$ cat config.mk
export PLATFORM = sky130hd
export DESIGN_NAME = lst_ram
export DESIGN_NICKNAME = d
export VERILOG_FILES = /design/src/rtl/core/lst_ram.sv
export SDC_FILE = /design/constraint.sdc
export NUM_CORES = 1
export LEC_CHECK = 0
export BUFFER_PORTS_ARGS = -buffer_cell sky130_fd_sc_hd__clkbuf_2
export CORE_MARGIN = 1.5
export CORE_UTILIZATION = 57
export DETAILED_ROUTE_END_ITERATION = 10
export PLACE_DENSITY = 0.85
export SLEW_MARGIN = 20
export SYNTH_ARGS = -nofsm -noshare
export SYNTH_HDL_FRONTEND = slang
export SYNTH_SLANG_ARGS = --single-unit
$ cat constraint.sdc
create_clock -name aclk -period 2.8 [get_ports aclk]
set_input_delay 0.14 -clock aclk [delete_from_list [all_inputs] [get_ports aclk]]
set_output_delay 0.14 -clock aclk [all_outputs]
set_load 0.01 [all_outputs]
$ cat src/rtl/core/lst_ram.sv
// ----------------------------------------------------------------------------
// lst_ram
// Generic simple dual-port RAM, one write port, one registered read port.
// ----------------------------------------------------------------------------
module lst_ram #(
    parameter int WIDTH  = 8,
    parameter int DEPTH  = 32,
    parameter int ADDR_W = (DEPTH > 1) ? $clog2(DEPTH) : 1
) (
    input  logic              aclk,
    input  logic              wr_en,
    input  logic [ADDR_W-1:0] wr_addr,
    input  logic [WIDTH-1:0]  wr_data,
    input  logic              rd_en,
    input  logic [ADDR_W-1:0] rd_addr,
    output logic [WIDTH-1:0]  rd_data
);

    logic [WIDTH-1:0] mem_reg [DEPTH];
    logic [WIDTH-1:0] rd_data_reg;

    always_ff @(posedge aclk) begin
        if (wr_en) begin
            mem_reg[wr_addr] <= wr_data;
        end
        if (rd_en) begin
            rd_data_reg <= mem_reg[rd_addr];
        end
    end

    assign rd_data = rd_data_reg;

endmodule

==> metrics <==
Die Y=136 um; Buf/Inv on CP=0; core area=0.0174 mm^2; Most common cell on crit path=mux4_2; RR Startpoint=mem_reg[25][5]; register area share after synthesis=78.2%; Hold Path Origin=rd_en; leading area contributor after synthesis=edfxtp_1; Detailed Route Iter0 Violations=602; Final HPWL DP=11.9 mm; non-filler instance count after layout=697; GRT Max-Usage Layer=met2; Syn Inst Count=417; commonest non-fill, non-tap cell in the layout=edfxtp_1; # resized after CTS=0; most frequent cells in the layout=edfxtp_1 (264), mux4_2 (80), nor2_1 (33); max-slew violation count=0; fill count=1013; crit path DAT=2.27 ns; top cell type's share of synthesized area=78.2%; area of the multi-input gates=0.00210 mm^2; power density over the cells=711 mW/mm^2; first-pass iteration count of the detailed router=6; peak supply drop=0.511 mV; WS Path Type=flip-flop to flip-flop; status=complete, no violations; Hold Vio Cnt, Final=0; grt met3 use=4.77%; Final setup viols=0; max reg flops=256; CTS clk-pin slew, worst paths=0.07 ns; Tmin final=2.01 ns; Slew @ Worst Pin=0.946 ns; vias in the first global route=4709; post-CTS setup buffer count=0; Mapped Area=0.0101 mm^2; Cell variety after synth=14; layout cell share with drive strength beyond 1=32.4%; Final WS setup=0.789 ns; syn avg cell area=24.3 um^2; Vias=4571; period utilization=71.8%; Final nets=477; MaxCap Viol Count=0; WHS Path Cells=1; Fmax=497 MHz; Layout area overhead=11.4%; die area=0.0186 mm^2; Worst R2R End=rd_data[5]; R2R depth=3; Yosys reg bits=264; Clock Latency Late Sink=0.51 ns; Total GRT Usage=24.0%; GRT overflow=0; routed len/inst=30.2 um; launching element type of the critical path=flip-flop; Fin Setup TNS=0 ns; register area=0.00793 mm^2; CTS Root Cell=clkbuf_16; largest cells by area after synthesis=edfxtp_1 (78%), mux4_2 (18%), nor2_1 (1.2%); critical path capture point type=flip-flop; cts hold-fix bufs=0; CTS Buf Count=24; Area after DPL=0.0105 mm^2; LEAKAGE=0.00350 uW; Hold Path End=rd_data[0]; pin count of the biggest net entering global routing=65; Worst Hold Class=input pin to flip-flop; DIE WIDTH=136 um; worst-path cell chain=mux4_2 -> mux4_2 -> mux2_2; first-pass GRT wire length=31.4 mm; clock buffer depth=3; GR Layer Usage met2=37.5%; relative slew slack=36.7%; Worst Path Max Fanout=1; Residual DRC=0; RSZ-0062 raised after global routing=false; IO Port Bufs=28; post-place setup slack=0.461 ns; Critical Path Max Stage Delay=0.53 ns; Synth Warn #=0; antenna violations before repair=1; DP Cell Count=655; Sink Count=264; Top Ports=29; CTS tree=yes; met1 Use GR=35.6%; critical path's slowest cell=mux4_2; clk_skew=0.00681 ns; Post-Layout Inst Area=0.0113 mm^2; Mapped Nets=438; H-tree lvl count=1; ANT nets after route=0; worst path required time=3.06 ns; Initial Util=58.4%; kind of cell adding the most delay to the critical path=multiplexers; Antenna diodes=0; routability cong.=0.782; Post-Route WL=21.0 mm; reg2reg setup slack=0.79 ns; via/cell ratio=6.56; row count=48
==> metal layers <==
metal / wire (um) / vias up
li1: - / 1861
met1: 8360 / 2428
met2: 10400 / 242
met3: 1940 / 38
met4: 344 / 2
met5: 12 / -
==> worst max path at each step <==
stage                              start    endpoint  cells past startpoint
after global placement        rd_addr[0]  rd_data[7]                      5
final                     mem_reg[25][5]  rd_data[5]                      3
after detailed placement      rd_addr[0]  rd_data[5]                      5
after global routing      mem_reg[29][5]  rd_data[5]                      3
after CTS                 mem_reg[25][5]  rd_data[5]                      3
after floorplan               rd_addr[2]  rd_data[0]                      5
==> area by class of cell <==
class	count	area share, %
Timing Repair Buffer	33	2.04
Tap cell	225	2.49
Clock buffer	30	5.71
Sequential cell	264	70.2
Multi-Input combinational cell	133	18.6
Clock inverter	12	0.942
==> synthesized netlist by cell type <==
| cell | n |
|---|---|
| mux2_2 | 8 |
| nand2_1 | 1 |
| edfxtp_1 | 264 |
| clkbuf_1 | 6 |
| mux4_2 | 80 |
| or3b_2 | 3 |
| buf_2 | 1 |
| nand3_1 | 2 |
| buf_4 | 6 |
| buf_1 | 6 |
| or3_1 | 1 |
| buf_6 | 1 |
| nand3b_1 | 5 |
| nor2_1 | 33 |
==> logic make-up after synthesis <==
group / synth area share, %
buf+inv: 1.05
mux: 18.7
flops: 78.2
simple gates: 2.05
==> stage by stage <==
| step | total power [uW] | utilization, % | hold slack, ns |
|---|---|---|---|
| after detailed placement | 4920 | 60.7 | 0.558 |
| after floorplan | 4750 | - | 0.239 |
| final | 8030 | 65.0 | 0.00223 |
| after CTS | 8040 | 65.0 | 0.0191 |
| after global routing | 8200 | 65.0 | 0.0197 |
| after global placement | 4900 | 60.7 | 0.520 |
==> where the power goes <==
part	internal, uW	switching, uW
Clock	1810	1380
Combinational	179	235
Sequential	4410	17.4
Total	6400	1630
No activity file was read; power rests on OpenSTA's default activity.
