## config.mk

```make
export PLATFORM = sky130hd
export DESIGN_NAME = lst_divider
export DESIGN_NICKNAME = d
export VERILOG_FILES = /design/src/rtl/core/lst_pkg.sv /design/src/rtl/core/lst_divider.sv
export SDC_FILE = /design/constraint.sdc
export NUM_CORES = 1
export LEC_CHECK = 0
export ABC_CLOCK_PERIOD_IN_PS = 3750
export BUFFER_PORTS_ARGS = -buffer_cell sky130_fd_sc_hd__buf_2
export CORE_ASPECT_RATIO = 0.9
export CORE_UTILIZATION = 59
export CTS_BUF_LIST = sky130_fd_sc_hd__clkbuf_2
export CTS_CLUSTER_DIAMETER = 60
export DETAILED_ROUTE_END_ITERATION = 6
export PLACE_DENSITY_LB_ADDON = 0.12
export SYNTH_ARGS = -nofsm -noshare
export SYNTH_HDL_FRONTEND = slang
export SYNTH_SLANG_ARGS = --single-unit
```

## constraint.sdc

```tcl
create_clock -name aclk -period 3.75 [get_ports aclk]
set_clock_uncertainty 0.2 [all_clocks]
set_input_delay 0.1875 -clock aclk [delete_from_list [all_inputs] [get_ports aclk]]
set_output_delay 0.1875 -clock aclk [all_outputs]
set_load 0.01 [all_outputs]
```

## src/rtl/core/lst_pkg.sv

```systemverilog
// ----------------------------------------------------------------------------
// lst_pkg
// Types and constants shared by the latency statistics table and its parts.
// ----------------------------------------------------------------------------
package lst_pkg;

    localparam int INDEX_W    = 5;
    localparam int DURATION_W = 32;
    localparam int COUNT_W    = 32;
    localparam int TOTAL_W    = 64;

    // one quotient bit per step over the whole total
    localparam int DIV_STEPS  = TOTAL_W;
    localparam int DIV_CNT_W  = $clog2(DIV_STEPS);

    localparam logic MODE_RECORD = 1'b0;
    localparam logic MODE_REPORT = 1'b1;

    typedef struct packed {
        logic                  mode;
        logic [INDEX_W-1:0]    metric_index;
        logic [DURATION_W-1:0] elapsed_us;
    } in_item_t;

    typedef struct packed {
        logic [INDEX_W-1:0]    report_index;
        logic [COUNT_W-1:0]    sample_count;
        logic [DURATION_W-1:0] average_us;
        logic [DURATION_W-1:0] maximum_us;
        logic [DURATION_W-1:0] minimum_us;
        logic [DURATION_W-1:0] latest_us;
        logic                  end_of_report;
    } out_item_t;

    // one table row as it sits in memory
    typedef struct packed {
        logic [COUNT_W-1:0]    sample_count;
        logic [TOTAL_W-1:0]    duration_total;
        logic [DURATION_W-1:0] duration_max;
        logic [DURATION_W-1:0] duration_min;
        logic [DURATION_W-1:0] duration_latest;
    } entry_t;

    typedef struct packed {
        logic                  done;
        logic [DURATION_W-1:0] quotient;
    } div_result_t;

endpackage

```

## src/rtl/core/lst_divider.sv

```systemverilog
// ----------------------------------------------------------------------------
// lst_divider
// Bit-serial restoring divider, 64-bit total by 32-bit count, one bit a cycle.
// ----------------------------------------------------------------------------
module lst_divider (
    input  logic                             aclk,
    input  logic                             aresetn,
    input  logic                             start,
    input  logic [lst_pkg::TOTAL_W-1:0]      dividend,
    input  logic [lst_pkg::COUNT_W-1:0]      divisor,
    output lst_pkg::div_result_t             result
);

    logic                            busy_reg;
    logic                            done_reg;
    logic [lst_pkg::DIV_CNT_W-1:0]   cnt_reg;
    logic [lst_pkg::COUNT_W-1:0]     rem_reg;
    logic [lst_pkg::TOTAL_W-1:0]     quo_reg;
    logic [lst_pkg::COUNT_W-1:0]     div_reg;

    logic [lst_pkg::COUNT_W:0]       rem_shift;
    logic [lst_pkg::COUNT_W:0]       rem_diff;
    logic                            fits;

    // dividend bits shift out of the top while quotient bits enter the bottom
    assign rem_shift = {rem_reg, quo_reg[lst_pkg::TOTAL_W-1]};
    assign rem_diff  = rem_shift - {1'b0, div_reg};
    assign fits      = (rem_shift >= {1'b0, div_reg});

    always_ff @(posedge aclk) begin
        if (!aresetn) begin
            busy_reg <= 1'b0;
            done_reg <= 1'b0;
            cnt_reg  <= '0;
        end else begin
            done_reg <= 1'b0;
            if (start) begin
                busy_reg <= 1'b1;
                cnt_reg  <= '0;
            end else if (busy_reg) begin
                cnt_reg <= cnt_reg + 1'b1;
                if (cnt_reg == lst_pkg::DIV_CNT_W'(lst_pkg::DIV_STEPS - 1)) begin
                    busy_reg <= 1'b0;
                    done_reg <= 1'b1;
                end
            end
        end
    end

    always_ff @(posedge aclk) begin
        if (start) begin
            quo_reg <= dividend;
            rem_reg <= '0;
            div_reg <= divisor;
        end else if (busy_reg) begin
            quo_reg <= {quo_reg[lst_pkg::TOTAL_W-2:0], fits};
            rem_reg <= fits ? rem_diff[lst_pkg::COUNT_W-1:0]
                            : rem_shift[lst_pkg::COUNT_W-1:0];
        end
    end

    assign result.done     = done_reg;
    assign result.quotient = quo_reg[lst_pkg::DURATION_W-1:0];

    property p_no_restart_while_busy;
        @(posedge aclk) disable iff (!aresetn)
        start |-> !busy_reg;
    endproperty
    a_no_restart_while_busy: assert property (p_no_restart_while_busy)
        else $error("divider restarted while busy");

    property p_done_after_last_step;
        @(posedge aclk) disable iff (!aresetn)
        done_reg |-> $past(busy_reg) && !busy_reg;
    endproperty
    a_done_after_last_step: assert property (p_done_after_last_step)
        else $error("divider done without finishing a division");

    property p_done_single_pulse;
        @(posedge aclk) disable iff (!aresetn)
        done_reg |=> !done_reg;
    endproperty
    a_done_single_pulse: assert property (p_done_single_pulse)
        else $error("divider done held longer than one cycle");

endmodule

```

==> results.json <==
{
  "outcome": "completed",
  "total_power_mw": 3.68,
  "post_cts_resize_count": 0,
  "final_cycle_utilization_of_the_critical_path_pct": 89.2,
  "critPathMaxFanout": 19,
  "initial_utilization_pct": 61.6,
  "path_common_cell": "nand3_1",
  "critPathTopFamily": "compound AO/OA/AOI/OAI gates",
  "tightest_slew_ns": 0.899,
  "die_w_um": 124,
  "yosys_warnings": 0,
  "final.fill_count": 828,
  "r2r_setup_slack_ns": 0.40,
  "clock_sink_count": 136,
  "setup_slack_ns": 0.405,
  "cts_setup_buffers": 0,
  "detail_route.drc_violations": 0,
  "die_area_um2": 13900,
  "synth.distinct_cells": 73,
  "worstHoldStart": "dividend[61]",
  "finalWeightedCongestion": 0.893,
  "cp_data_required_time_ns": 4.18,
  "ant_nets": 0,
  "finalSetupTns_ns": 0,
  "std_cell_rows": 39,
  "worstHoldPathType": "input pin to register",
  "regToRegStartpoint": "rem_reg[13]$_SDFFE_PP0P_",
  "gr-total-overflow": 0,
  "fp.coreArea_um2": 12900,
  "postSynthRegisterBits": 136,
  "ioPinCount": 132,
  "finalSetupViolCount": 0,
  "cts_made_buffers": 17,
  "final_routed_wirelength_across_all_metal_layers_um": 21200,
  "layout-area-overhead-vs-synth_pct": 25.5,
  "worst_path_bufs_invs": 1,
  "port_buffers": 131,
  "final_net_count": 1097,
  "synth-seq-area-share_pct": 46.4,
  "critPathLaunchType": "register",
  "synth-edff-count": 96,
  "layout_min_cycle_time_ns": 3.35,
  "synth.avg_cell_area_um2": 10.6,
  "cp-startpoint": "rem_reg[13]$_SDFFE_PP0P_",
  "cts.path.max_buffers": 2,
  "met2_usage_pct": 50.3,
  "number_of_pins_exceeding_their_max_slew_limit_in_the_final_report": 0,
  "synthArstFlopShare_pct": 0,
  "dp_hpwl_um": 12900,
  "crit_chain": "ha_1, a21oi_1, o21ai_2, nor3_2, nand3_1, and3_4, o21ai_4, buf_4, nand3_1, a311oi_1",
  "drv_cap": 0,
  "synth_fp_nets": 883,
  "ctsRootBufferMaster": "clkbuf_2",
  "clk_pin_slew_worst_paths_ns": 0.24,
  "grt_pass1_vias": 6654,
  "fin_hold_ws_ns": 0.0755,
  "slowest_delay_ns": 0.41,
  "drive_above_1_share_pct": 26.6,
  "postSynth.topFlopCell": "edfxtp_1",
  "globalRouteTotalUtil_pct": 30.7,
  "crit_arrival_ns": 3.77,
  "tritoncts": "yes",
  "netlist_instances": 750,
  "max_ffs_per_register": 64,
  "met1_resource_use_gr_pct": 40.2,
  "first_pass_iters": 5,
  "p_per_area_nw_per_um2": 370,
  "drtIter0Drc": 621,
  "criticalPathCategory": "register to register",
  "setup.worst_path.end_class": "register",
  "total_number_of_h_tree_levels": 4,
  "post_drt_wl_per_cell_um": 18.6,
  "worst_ir_drop_vdd_mv": 0.312,
  "synthesis.area_um2": 7930,
  "place_worst_setup_slack_ns": 0.538,
  "crit_slowest_cell": "o21ai_4",
  "n_antenna_cell": 0,
  "fmax_ghz": 0.299,
  "global_route_wire_length_before_repair_um": 33600,
  "report.final.hold_viol_count": 0,
  "fp.dieH_um": 112,
  "rsz0062_at_grt": "false",
  "clock_latency_late_sink_ns": 0.73,
  "leakage_power_of_the_design_nw": 4.07,
  "slew_headroom_pct": 40.0,
  "antenna_found_initial": 0,
  "routed-via-count": 6744,
  "grt_use_met3_pct": 7.06,
  "grt_start_max_net_pins": 51,
  "grt.busiest_layer": "met2",
  "post_drt_via_cell_ratio": 5.91
}
cells in the mapped netlist, types with 21 or more instances:
| cell type | count | area, um2 |
|---|---|---|
| a21oi_1 | 33 | 165 |
| a311oi_1 | 21 | 184 |
| buf_4 | 35 | 263 |
| clkbuf_1 | 23 | 86.3 |
| dfxtp_1 | 40 | 801 |
| edfxtp_1 | 96 | 2880 |
| ha_1 | 33 | 413 |
| inv_1 | 42 | 158 |
| mux2_2 | 64 | 721 |
| nand2_1 | 43 | 161 |
| nand3_1 | 31 | 155 |
| nor2_1 | 56 | 210 |
| o21ai_0 | 22 | 110 |
cell type report:
type                       instances  area (um2)  area share [%]
clock buffer                      18        90.1           0.905
clock inverter                    14         146            1.47
inverter                          42         158            1.58
multi-input combinational        496        3620            36.4
sequential                       136        3680            37.0
tap                              164         205            2.06
timing repair buffer             271        2050            20.6
per-stage QoR:
step	cell area, um2	utilization (%)	std cells
6_report	9960	77.3	1141
2_1_floorplan	7930	-	750
4_1_cts	9940	77.1	1139
3_5_place_dp	8410	65.3	978
5_1_grt	9960	77.3	1141
3_3_place_gp	8410	65.3	978
layout by cell type, fill, tap and decap left out, types with 12 or more instances in the layout:
cell type and count:
mux2_2 64, edfxtp_1 96, o21ai_1 18, a21o_1 12, xor2_1 12, inv_1 41
dlygate4sd3_1 131, clkbuf_2 18, xnor2_1 16, buf_2 130, ha_1 33, nand2_1 43
nand3_1 31, dfxtp_1 40, o21ai_0 22, a311oi_1 21, nor2_1 55, nand4_1 14
a21oi_1 33
power breakdown:
part	internal, mW	total, mW	leakage, nW	switching, mW
Sequential	1.76	1.84	1.28	0.0748
Clock	0.311	0.886	0.133	0.575
Combinational	0.443	0.963	2.66	0.520
Total	2.51	3.68	4.07	1.17
timing repair:
item,in CTS,in global routing
hold endpoints to repair,137,2
endpoints found under the setup margin,0,0
hold buffers,129,2
cell families (layout without fill, tap and decap cells):
logic type	count (synthesis)	in the layout	synth area share [%]
AOI/OAI and AO/OA	176	176	15.8
xor gates and xnor gates	28	28	3.09
adders and majority gates	34	34	5.46
buffers and inverters	118	345	7.90
DFF	136	136	46.4
muxes	68	68	9.59
and+or+nand+nor	190	190	11.7
layer usage:
layer,routed length [um],vias to the layer above
met4,399,0
met3,1470,43
met5,0,-
met1,9110,3218
met2,10200,312
li1,-,3171
worst paths after layout:
path / end / cells past startpoint
max: rem_reg[9]$_SDFFE_PP0P_ / 10
min: quo_reg[61]$_DFFE_PP_ / 3
max reg2reg: rem_reg[9]$_SDFFE_PP0P_ / 10
min reg2reg: rem_reg[16]$_SDFFE_PP0P_ / 2
worst reg2reg max path, cell delays in order, from the launching register on:
cell      delay (ns)
dfxtp_1         0.38
ha_1            0.40
a21oi_1         0.36
o21ai_2         0.13
nor3_2          0.19
nand3_1         0.14
and3_4          0.23
o21ai_4         0.41
buf_4           0.36
nand3_1         0.14
a311oi_1        0.32
Note: power is estimated with default switching activity, not from simulation.
